$ cat config.mk
export PLATFORM = sky130hd
export DESIGN_NAME = cyrus_beck_segment_clipper
export DESIGN_NICKNAME = d
export VERILOG_FILES = /design/src/rtl/core/cbc_pkg.sv /design/src/rtl/core/cbc_plane_cell.sv /design/src/rtl/core/cbc_divider.sv /design/src/rtl/core/cyrus_beck_segment_clipper.sv
export SDC_FILE = /design/constraint.sdc
export NUM_CORES = 2
export LEC_CHECK = 0
export ABC_AREA = 1
export CORE_MARGIN = 2
export CORE_UTILIZATION = 35
export CTS_CLUSTER_DIAMETER = 30
export DETAILED_ROUTE_END_ITERATION = 8
export DONT_BUFFER_PORTS = 1
export GPL_TIMING_DRIVEN = 0
export PLACE_DENSITY = 0.56
export SLEW_MARGIN = 20
export SYNTH_ARGS = -nofsm -noshare
export SYNTH_HDL_FRONTEND = slang
export SYNTH_HIERARCHICAL = 1
export SYNTH_SLANG_ARGS = --single-unit
export TNS_END_PERCENT = 50
$ cat constraint.sdc
create_clock -name clk -period 13 [get_ports clk]
set_input_delay 0.65 -clock clk [delete_from_list [all_inputs] [get_ports clk]]
set_output_delay 0.65 -clock clk [all_outputs]
set_load 0.01 [all_outputs]
$ cat src/rtl/core/cbc_pkg.sv
`timescale 1ns / 1ps
// ----------------------------------------------------------------------------
// cbc_pkg
// Types, constants and state codes shared by the segment clipper modules.
// ----------------------------------------------------------------------------
package cbc_pkg;

	localparam int MAX_PLANES = 8;
	localparam int CNT_W      = $clog2(MAX_PLANES + 1);
	localparam int T_FRAC     = 16;
	localparam int T_W        = T_FRAC + 1;
	localparam int ACC_W      = 36;
	localparam int OFF_W      = 35;
	localparam int DIV_CNT_W  = $clog2(T_FRAC);

	localparam logic [T_W-1:0] T_ONE = T_W'(1) << T_FRAC;
	localparam logic [3:0] PLANE_COUNT_RST = 4'd8;

	localparam logic CMD_LOAD = 1'b0;
	localparam logic CMD_CLIP = 1'b1;

	typedef struct packed {
		logic              cmd;
		logic [2:0]        plane_index;
		logic signed [15:0] ax;
		logic signed [15:0] ay;
		logic signed [15:0] az;
		logic signed [15:0] bx;
		logic signed [15:0] by;
		logic signed [15:0] bz;
	} req_t;

	typedef struct packed {
		logic              visible;
		logic signed [15:0] qx0;
		logic signed [15:0] qy0;
		logic signed [15:0] qz0;
		logic signed [15:0] qx1;
		logic signed [15:0] qy1;
		logic signed [15:0] qz1;
	} res_t;

	typedef struct packed {
		logic signed [15:0]      nx;
		logic signed [15:0]      ny;
		logic signed [15:0]      nz;
		logic signed [OFF_W-1:0] off;
	} plane_t;

	typedef struct packed {
		logic              start;
		logic              ceil_mode;
		logic [ACC_W-1:0]  dividend;
		logic [OFF_W-1:0]  divisor;
	} div_req_t;

	typedef struct packed {
		logic           done;
		logic [T_W-1:0] quot;
	} div_rsp_t;

	typedef enum logic [3:0] {
		ST_IDLE,
		ST_LOAD,
		ST_MAC,
		ST_DEC,
		ST_DIV,
		ST_NEXT,
		ST_ROT,
		ST_LERP,
		ST_FIN
	} state_t;

endpackage

$ cat src/rtl/core/cbc_plane_cell.sv
`timescale 1ns / 1ps
// ----------------------------------------------------------------------------
// cbc_plane_cell
// One plane slot of the rotating plane ring: written by a load, otherwise
// takes its neighbour's plane on each shift.
// ----------------------------------------------------------------------------
module cbc_plane_cell (
	input  logic            clk,
	input  logic            we,
	input  cbc_pkg::plane_t wr_plane,
	input  logic            shift,
	input  cbc_pkg::plane_t nbr,
	output cbc_pkg::plane_t plane
);

	cbc_pkg::plane_t plane_q;

	always_ff @(posedge clk) begin
		if (we) begin
			plane_q <= wr_plane;
		end else if (shift) begin
			plane_q <= nbr;
		end
	end

	assign plane = plane_q;

endmodule

$ cat src/rtl/core/cbc_divider.sv
`timescale 1ns / 1ps
// ----------------------------------------------------------------------------
// cbc_divider
// Restoring fraction divider: dividend * 2^16 / divisor, one bit per cycle,
// with optional round-up. Dividend never exceeds divisor.
// ----------------------------------------------------------------------------
module cbc_divider (
	input  logic              clk,
	input  logic              arst_n,
	input  cbc_pkg::div_req_t req,
	output cbc_pkg::div_rsp_t rsp
);

	logic                          busy_q;
	logic                          done_q;
	logic                          ceil_q;
	logic [cbc_pkg::DIV_CNT_W-1:0] cnt_q;
	logic [cbc_pkg::ACC_W-1:0]     rem_q;
	logic [cbc_pkg::OFF_W-1:0]     div_q;
	logic [cbc_pkg::T_W-1:0]       quot_q;
	logic [cbc_pkg::ACC_W-1:0]     rem2;
	logic                          fit;

	assign rem2 = {rem_q[cbc_pkg::ACC_W-2:0], 1'b0};
	assign fit  = rem2 >= cbc_pkg::ACC_W'(div_q);

	always_ff @(posedge clk or negedge arst_n) begin
		if (!arst_n) begin
			busy_q <= 1'b0;
			done_q <= 1'b0;
			cnt_q  <= '0;
		end else begin
			done_q <= 1'b0;
			if (req.start) begin
				cnt_q <= '0;
				if (req.dividend == cbc_pkg::ACC_W'(req.divisor)) begin
					busy_q <= 1'b0;
					done_q <= 1'b1;
				end else begin
					busy_q <= 1'b1;
				end
			end else if (busy_q) begin
				cnt_q <= cnt_q + 1'b1;
				if (cnt_q == cbc_pkg::DIV_CNT_W'(cbc_pkg::T_FRAC - 1)) begin
					busy_q <= 1'b0;
					done_q <= 1'b1;
				end
			end
		end
	end

	always_ff @(posedge clk) begin
		if (req.start) begin
			ceil_q <= req.ceil_mode;
			div_q  <= req.divisor;
			if (req.dividend == cbc_pkg::ACC_W'(req.divisor)) begin
				rem_q  <= '0;
				quot_q <= cbc_pkg::T_ONE;
			end else begin
				rem_q  <= req.dividend;
				quot_q <= '0;
			end
		end else if (busy_q) begin
			rem_q  <= fit ? rem2 - cbc_pkg::ACC_W'(div_q) : rem2;
			quot_q <= {quot_q[cbc_pkg::T_W-2:0], fit};
		end
	end

	assign rsp.done = done_q;
	assign rsp.quot = quot_q + cbc_pkg::T_W'(ceil_q && (rem_q != '0));

endmodule

$ cat src/rtl/core/cyrus_beck_segment_clipper.sv
`timescale 1ns / 1ps
// ----------------------------------------------------------------------------
// cyrus_beck_segment_clipper
// Cyrus-Beck clipping of 3D segments against up to eight stored planes.
//
//   channel | direction | handshake           | payload
//   req     | in        | req_valid/req_stall | cbc_pkg::req_t
//   res     | out       | res_valid/res_stall | cbc_pkg::res_t
//   cfg     | in        | cfg_valid/cfg_ready | plane_count (4 bits)
//
// A load request forms the plane offset. A clip request works through each
// used plane, dividing for each plane that needs it, shifts the ring past
// each slot not visited (none when no plane is used), then forms endpoints
// and hands off; one shared multiplier and a bit-serial divider do the work.
// Reset clears control and sets plane_count to 8; planes are undefined.
// The result waits in an output register; req_stall is high while a
// request is being worked on.
// ----------------------------------------------------------------------------
module cyrus_beck_segment_clipper (
	input  logic          clk,
	input  logic          arst_n,
	input  logic          req_valid,
	output logic          req_stall,
	input  cbc_pkg::req_t req_item,
	output logic          res_valid,
	input  logic          res_stall,
	output cbc_pkg::res_t res_item,
	input  logic          cfg_valid,
	output logic          cfg_ready,
	input  logic [3:0]    cfg_data
);

	localparam int NP = cbc_pkg::MAX_PLANES;
	localparam int CW = cbc_pkg::CNT_W;
	localparam int AW = cbc_pkg::ACC_W;
	localparam int TW = cbc_pkg::T_W;

	cbc_pkg::state_t   state_q, state_n;
	cbc_pkg::req_t     item_q;
	cbc_pkg::res_t     res_q;
	cbc_pkg::plane_t   cells [NP];
	cbc_pkg::plane_t   wr_plane;
	cbc_pkg::div_req_t div_req;
	cbc_pkg::div_rsp_t div_rsp;

	logic [3:0]        plane_count_q;
	logic              res_valid_q;
	logic [2:0]        k_q;
	logic [CW-1:0]     i_q, rot_q, n_eff;
	logic              ok_q, enter_q;
	logic [TW-1:0]     te_q, tx_q;
	logic signed [AW-1:0] num_q, den_q, acc_sum, neg_num, neg_den;
	logic signed [15:0] pt_q [6];

	logic signed [16:0] ma;
	logic signed [17:0] mb;
	logic signed [34:0] prod;
	logic signed [34:0] rnd;
	logic signed [16:0] dx, dy, dz;

	logic accept, shift, load_we, wr_out, visible;

	assign accept    = req_valid && !req_stall;
	assign cfg_ready = 1'b1;
	assign res_valid = res_valid_q;
	assign res_item  = res_q;

	always_comb begin
		if (int'(plane_count_q) > NP) begin
			n_eff = CW'(NP);
		end else begin
			n_eff = CW'(plane_count_q);
		end
	end

	assign dx = 17'(item_q.bx) - 17'(item_q.ax);
	assign dy = 17'(item_q.by) - 17'(item_q.ay);
	assign dz = 17'(item_q.bz) - 17'(item_q.az);

	// plane ring
	assign wr_plane.nx  = item_q.ax;
	assign wr_plane.ny  = item_q.ay;
	assign wr_plane.nz  = item_q.az;
	assign wr_plane.off = acc_sum[cbc_pkg::OFF_W-1:0];

	for (genvar g = 0; g < NP; g++) begin : g_cell
		cbc_plane_cell u_cell (
			.clk      (clk),
			.we       (load_we && (int'(item_q.plane_index) == g)),
			.wr_plane (wr_plane),
			.shift    (shift),
			.nbr      (cells[(g + 1) % NP]),
			.plane    (cells[g])
		);
	end

	// shared multiplier operands
	always_comb begin
		ma = '0;
		mb = '0;
		case (state_q)
			cbc_pkg::ST_LOAD: begin
				case (k_q)
					3'd0: begin ma = 17'(item_q.ax); mb = 18'(item_q.bx); end
					3'd1: begin ma = 17'(item_q.ay); mb = 18'(item_q.by); end
					default: begin ma = 17'(item_q.az); mb = 18'(item_q.bz); end
				endcase
			end
			cbc_pkg::ST_MAC: begin
				case (k_q)
					3'd0: begin ma = 17'(cells[0].nx); mb = 18'(item_q.ax); end
					3'd1: begin ma = 17'(cells[0].ny); mb = 18'(item_q.ay); end
					3'd2: begin ma = 17'(cells[0].nz); mb = 18'(item_q.az); end
					3'd3: begin ma = 17'(cells[0].nx); mb = 18'(dx); end
					3'd4: begin ma = 17'(cells[0].ny); mb = 18'(dy); end
					default: begin ma = 17'(cells[0].nz); mb = 18'(dz); end
				endcase
			end
			cbc_pkg::ST_LERP: begin
				case (k_q)
					3'd0: begin ma = dx; mb = 18'({1'b0, te_q}); end
					3'd1: begin ma = dy; mb = 18'({1'b0, te_q}); end
					3'd2: begin ma = dz; mb = 18'({1'b0, te_q}); end
					3'd3: begin ma = dx; mb = 18'({1'b0, tx_q}); end
					3'd4: begin ma = dy; mb = 18'({1'b0, tx_q}); end
					default: begin ma = dz; mb = 18'({1'b0, tx_q}); end
				endcase
			end
			default: begin
				ma = '0;
				mb = '0;
			end
		endcase
	end

	assign prod = ma * mb;
	assign rnd  = (prod + 35'sd32768) >>> cbc_pkg::T_FRAC;

	always_comb begin
		if (state_q == cbc_pkg::ST_LOAD) begin
			acc_sum = ((k_q == 3'd0) ? AW'(0) : num_q) + AW'(prod);
		end else if (k_q == 3'd0) begin
			acc_sum = AW'(prod) - AW'(cells[0].off);
		end else begin
			acc_sum = num_q + AW'(prod);
		end
	end

	assign neg_num = -num_q;
	assign neg_den = -den_q;
	assign visible = ok_q && (te_q <= tx_q);

	// next state
	always_comb begin
		state_n = state_q;
		case (state_q)
			cbc_pkg::ST_IDLE: begin
				if (req_valid) begin
					if (req_item.cmd == cbc_pkg::CMD_LOAD) begin
						state_n = cbc_pkg::ST_LOAD;
					end else if (n_eff == '0) begin
						state_n = cbc_pkg::ST_LERP;
					end else begin
						state_n = cbc_pkg::ST_MAC;
					end
				end
			end
			cbc_pkg::ST_LOAD: begin
				if (k_q == 3'd2) state_n = cbc_pkg::ST_IDLE;
			end
			cbc_pkg::ST_MAC: begin
				if (k_q == 3'd5) state_n = cbc_pkg::ST_DEC;
			end
			cbc_pkg::ST_DEC: begin
				state_n = div_req.start ? cbc_pkg::ST_DIV : cbc_pkg::ST_NEXT;
			end
			cbc_pkg::ST_DIV: begin
				if (div_rsp.done) state_n = cbc_pkg::ST_NEXT;
			end
			cbc_pkg::ST_NEXT: begin
				if (ok_q && (i_q + 1'b1 < n_eff)) begin
					state_n = cbc_pkg::ST_MAC;
				end else if (int'(rot_q) + 1 < NP) begin
					state_n = cbc_pkg::ST_ROT;
				end else begin
					state_n = cbc_pkg::ST_LERP;
				end
			end
			cbc_pkg::ST_ROT: begin
				if (int'(rot_q) + 1 >= NP) state_n = cbc_pkg::ST_LERP;
			end
			cbc_pkg::ST_LERP: begin
				if (k_q == 3'd5) state_n = cbc_pkg::ST_FIN;
			end
			cbc_pkg::ST_FIN: begin
				if (!res_valid_q || !res_stall) state_n = cbc_pkg::ST_IDLE;
			end
			default: state_n = cbc_pkg::ST_IDLE;
		endcase
	end

	// control outputs
	always_comb begin
		req_stall         = 1'b1;
		shift             = 1'b0;
		load_we           = 1'b0;
		wr_out            = 1'b0;
		div_req.start     = 1'b0;
		div_req.ceil_mode = 1'b0;
		div_req.dividend  = '0;
		div_req.divisor   = '0;
		case (state_q)
			cbc_pkg::ST_IDLE: req_stall = 1'b0;
			cbc_pkg::ST_LOAD: load_we = (k_q == 3'd2);
			cbc_pkg::ST_DEC: begin
				if (den_q > 0) begin
					div_req.start     = (num_q < 0) && (neg_num <= den_q);
					div_req.ceil_mode = 1'b1;
					div_req.dividend  = neg_num;
					div_req.divisor   = den_q[cbc_pkg::OFF_W-1:0];
				end else if (den_q < 0) begin
					div_req.start     = (num_q >= 0) && (num_q < neg_den);
					div_req.dividend  = num_q;
					div_req.divisor   = neg_den[cbc_pkg::OFF_W-1:0];
				end
			end
			cbc_pkg::ST_NEXT, cbc_pkg::ST_ROT: shift = 1'b1;
			cbc_pkg::ST_FIN: wr_out = !res_valid_q || !res_stall;
			default: req_stall = 1'b1;
		endcase
	end

	cbc_divider u_div (
		.clk    (clk),
		.arst_n (arst_n),
		.req    (div_req),
		.rsp    (div_rsp)
	);

	always_ff @(posedge clk or negedge arst_n) begin
		if (!arst_n) begin
			state_q       <= cbc_pkg::ST_IDLE;
			plane_count_q <= cbc_pkg::PLANE_COUNT_RST;
			res_valid_q   <= 1'b0;
			k_q           <= '0;
			i_q           <= '0;
			rot_q         <= '0;
		end else begin
			state_q <= state_n;
			k_q     <= (state_n != state_q) ? 3'd0 : k_q + 1'b1;
			if (cfg_valid && cfg_ready) plane_count_q <= cfg_data;
			if (wr_out) begin
				res_valid_q <= 1'b1;
			end else if (res_valid_q && !res_stall) begin
				res_valid_q <= 1'b0;
			end
			if (accept) begin
				i_q   <= '0;
				rot_q <= '0;
			end else if (shift) begin
				i_q   <= i_q + 1'b1;
				rot_q <= rot_q + 1'b1;
			end
		end
	end

	always_ff @(posedge clk) begin
		if (accept) begin
			item_q <= req_item;
			te_q   <= '0;
			tx_q   <= cbc_pkg::T_ONE;
			ok_q   <= 1'b1;
		end
		if (state_q == cbc_pkg::ST_LOAD) begin
			num_q <= acc_sum;
		end
		if (state_q == cbc_pkg::ST_MAC) begin
			if (k_q < 3'd3) begin
				num_q <= acc_sum;
			end else begin
				den_q <= ((k_q == 3'd3) ? AW'(0) : den_q) + AW'(prod);
			end
		end
		if (state_q == cbc_pkg::ST_DEC) begin
			enter_q <= den_q > 0;
			if (den_q == 0) begin
				if (num_q < 0) ok_q <= 1'b0;
			end else if (den_q > 0) begin
				if ((num_q < 0) && (neg_num > den_q)) ok_q <= 1'b0;
			end else if (num_q < 0) begin
				ok_q <= 1'b0;
			end
		end
		if ((state_q == cbc_pkg::ST_DIV) && div_rsp.done) begin
			if (enter_q) begin
				if (div_rsp.quot > te_q) te_q <= div_rsp.quot;
			end else if (div_rsp.quot < tx_q) begin
				tx_q <= div_rsp.quot;
			end
		end
		if (state_q == cbc_pkg::ST_LERP) begin
			case (k_q)
				3'd0: pt_q[0] <= item_q.ax + rnd[15:0];
				3'd1: pt_q[1] <= item_q.ay + rnd[15:0];
				3'd2: pt_q[2] <= item_q.az + rnd[15:0];
				3'd3: pt_q[3] <= item_q.ax + rnd[15:0];
				3'd4: pt_q[4] <= item_q.ay + rnd[15:0];
				default: pt_q[5] <= item_q.az + rnd[15:0];
			endcase
		end
		if (wr_out) begin
			res_q.visible <= visible;
			res_q.qx0     <= visible ? pt_q[0] : 16'sd0;
			res_q.qy0     <= visible ? pt_q[1] : 16'sd0;
			res_q.qz0     <= visible ? pt_q[2] : 16'sd0;
			res_q.qx1     <= visible ? pt_q[3] : 16'sd0;
			res_q.qy1     <= visible ? pt_q[4] : 16'sd0;
			res_q.qz1     <= visible ? pt_q[5] : 16'sd0;
		end
	end

endmodule

==> impl_metrics.yaml <==
critical_path:
  critPathTopFamily: "adder cells"
  reg2reg_slack_ns: 0.48
  cp-start-kind: "register"
  cp.required_ns: 13.52
  worst-path-stages: 51
  cp-startpoint: "item_q[82]"
  worstPathMaxFanout: 10
  timing.rr.end: "pt_q[5][15]"
  cp_data_arrival_time_ns: 13.04
  cpMostUsedCell: "nand2_1"
  end_kind: "register"
  r2r_start: "item_q[82]"
  slowest_stage: "xnor2_2"
  max_stage_delay_ns: 0.70
  path_buf_inv: 7
  reg2regPathDepth: 51
  crit_end: "pt_q[5][15]"
  critPathKind: "register to register"
finish:
  drive_gt1_frac: 0.0965
  design_area_um2: 95500
  fin_nets: 10700
  fillerInstances: 22300
  multi_input_area_um2: 39500
  layout_commonest_cell: "nand2_1"
  final_cell_mix: "nand2_1 (3,332), inv_1 (1,216), edfxtp_1 (1,082)"
  area_growth_pct: 19.7
  regArea_um2: 34600
  utilization: 0.420
  fin_cells: 13100
sta:
  setup_viol: 0
  slew_violations: 0
  tightest_slew_ns: 1.21
  clock.fmax_ghz: 0.0798
  fin_crit_sh: 0.963
  final.setup.tns_ns: 0
  min_period_ns: 12.52
  worst_slew_margin_rel: 0.190
  finalClockSkew_ns: 0.122
  hold_viol_final: 0
route:
  dr.first_iter.drc_count: 6650
  drtAntennaViolNets: 0
  vias: 66900
  finalWirelength_um: 295000
  firstDrtPassIters: 9
  vias_per_cell: 5.11
  wl_per_cell_um: 22.6
  drc: 0
cts:
  clk_pin_slew_ns: 0.05
  clockBufferDepth: 4
  clock_sinks: 1179
  h-tree-depth: 5
  numCtsBuffers: 277
  clk_latency_ns: 0.93
  cts_root_buf: "clkbuf_16"
  tritoncts: "yes"
synth:
  synth_flop_cell: "edfxtp_1"
  yosysTopAreaCellShare: 0.407
  synth_cells: 9390
  async_reset_ff_frac: 0.0221
  synth_area_um2: 79800
  yosys.area.top_type: "edfxtp_1"
  synth_edf_count: 1082
  synthTopCellsByArea: "edfxtp_1 (41%), nand2_1 (16%), fa_1 (8.0%), ha_1 (6.5%), inv_1 (5.7%)"
  syn_nets: 10200
  seq_area_frac_synth: 0.433
  ys_warn_count: 6
  synth.ff_latch_count: 1179
  synthDistinctLibCells: 70
  synth_area_per_cell_um2: 8.50
grt:
  gr-total-overflow: 0
  grt_pass1_vias: 64700
  use_met2: 0.385
  grt_first_pass_wirelength_um: 428000
  top_usage_layer: "met2"
  use_met3: 0.0390
  grt_max_degree: 50
  globalRouteTotalUtil: 0.251
  grt_use_met1: 0.361
  antenna_found_initial: 10
floorplanning:
  die_h_um: 481
  fp.dieW_um: 481
  core.rowCount: 175
  die_area_um2: 232000
  io_pins: 209
  core_area_um2: 227000
  initial_core_util: 0.351
min_path:
  hp-class: "primary input to register"
placed_design:
  gp_congestion: 0.981
  placed_cells: 12400
  io_buffers: 0
  dp_hpwl_um: 233000
  dpl-instance-area_um2: 84400
outcome:
  status: "completed"
job:
  max-cap-violations: 0
## synthesized netlist by cell type, types with 75 or more instances
cell type,n
nand3_1,388
o21ai_0,278
xor2_1,190
inv_1,1222
a21oi_1,375
clkbuf_1,109
edfxtp_1,1082
buf_4,118
nand2_1,3335
nor3_1,75
nor2_1,588
fa_1,320
xnor2_1,85
ha_1,415
## registers in the layout, summed over array words and instances, names as in the netlist, 35 cells and up
signal,count
g_cell.u_cell/plane,664
item_q,99
u_div/rem_q,36
num_q,36
den_q,36
res_item,97
u_div/div_q,35
pt_q,96
## final cells by class
class                      count  area share
multi-input combinational   6653       0.414
sequential                  1179       0.362
clock buffer                 328      0.0766
inverter                    1249      0.0492
tap                         3009      0.0394
timing repair buffer         189      0.0234
buffer                       305      0.0181
clock inverter               152      0.0170
antenna                       10    0.000262
## metal layers
layer  routed length (um)  share of wire
met3                22200          0.075
met2               129000           0.44
met5                   16       0.000054
met4                 9610          0.033
met1               134000           0.45
## kinds of logic (layout without fill, tap and decap cells)
family                     after synthesis  after routing  share of synthesized area
other                                    1             11                  0.0000470
and+or+nand+nor                       4673           4673                      0.240
AOI/OAI and AO/OA                      962            962                     0.0699
adders and majority gates              735            735                      0.145
muxes                                    3              3                   0.000423
DFF                                   1179           1179                      0.433
xor gates and xnor gates               279            279                     0.0312
buffers and inverters                 1558           2223                     0.0799
## worst min-delay path by stage
stage	start	end	slack [ns]	cells past startpoint
after detailed placement	arst_n	plane_count_q[0]	0.36	0
after global routing	req_valid	item_q[0]	0.19	2
after CTS	req_item[99]	state_q[0]	0.13	3
after global placement	arst_n	plane_count_q[2]	0.36	0
after floorplan	arst_n	i_q[0]	0.35	0
final	req_valid	rot_q[2]	0.19	3
## through the flow
stage / hold WS [ns] / setup slack [ns]
after floorplan: 0.354 / 2.94
after global placement: 0.355 / -2.25
after detailed placement: 0.355 / -1.24
after CTS: 0.132 / -0.0351
after global routing: 0.189 / -0.0221
final: 0.193 / 0.476
## worst reg2reg max path, delay by kind of cell (launching register included)
kind	cells	cell delay (ns)
fa+ha+maj	9	4.09
flops	1	0.40
simple gates	22	3.14
xor+xnor	5	2.19
compound gates	8	1.39
buf+inv	7	0.91
## what timing repair did
item                                    CTS  global route
endpoints found under the setup margin  159           141
pin swaps                                 1             3
gates resized for setup                  49            99
setup buffers                            18            25
hold buffers                            110             0
hold endpoints to repair                134             0
Power is not shown: default switching activity piles up to over one toggle a cycle in this logic, so the estimate is an artifact.
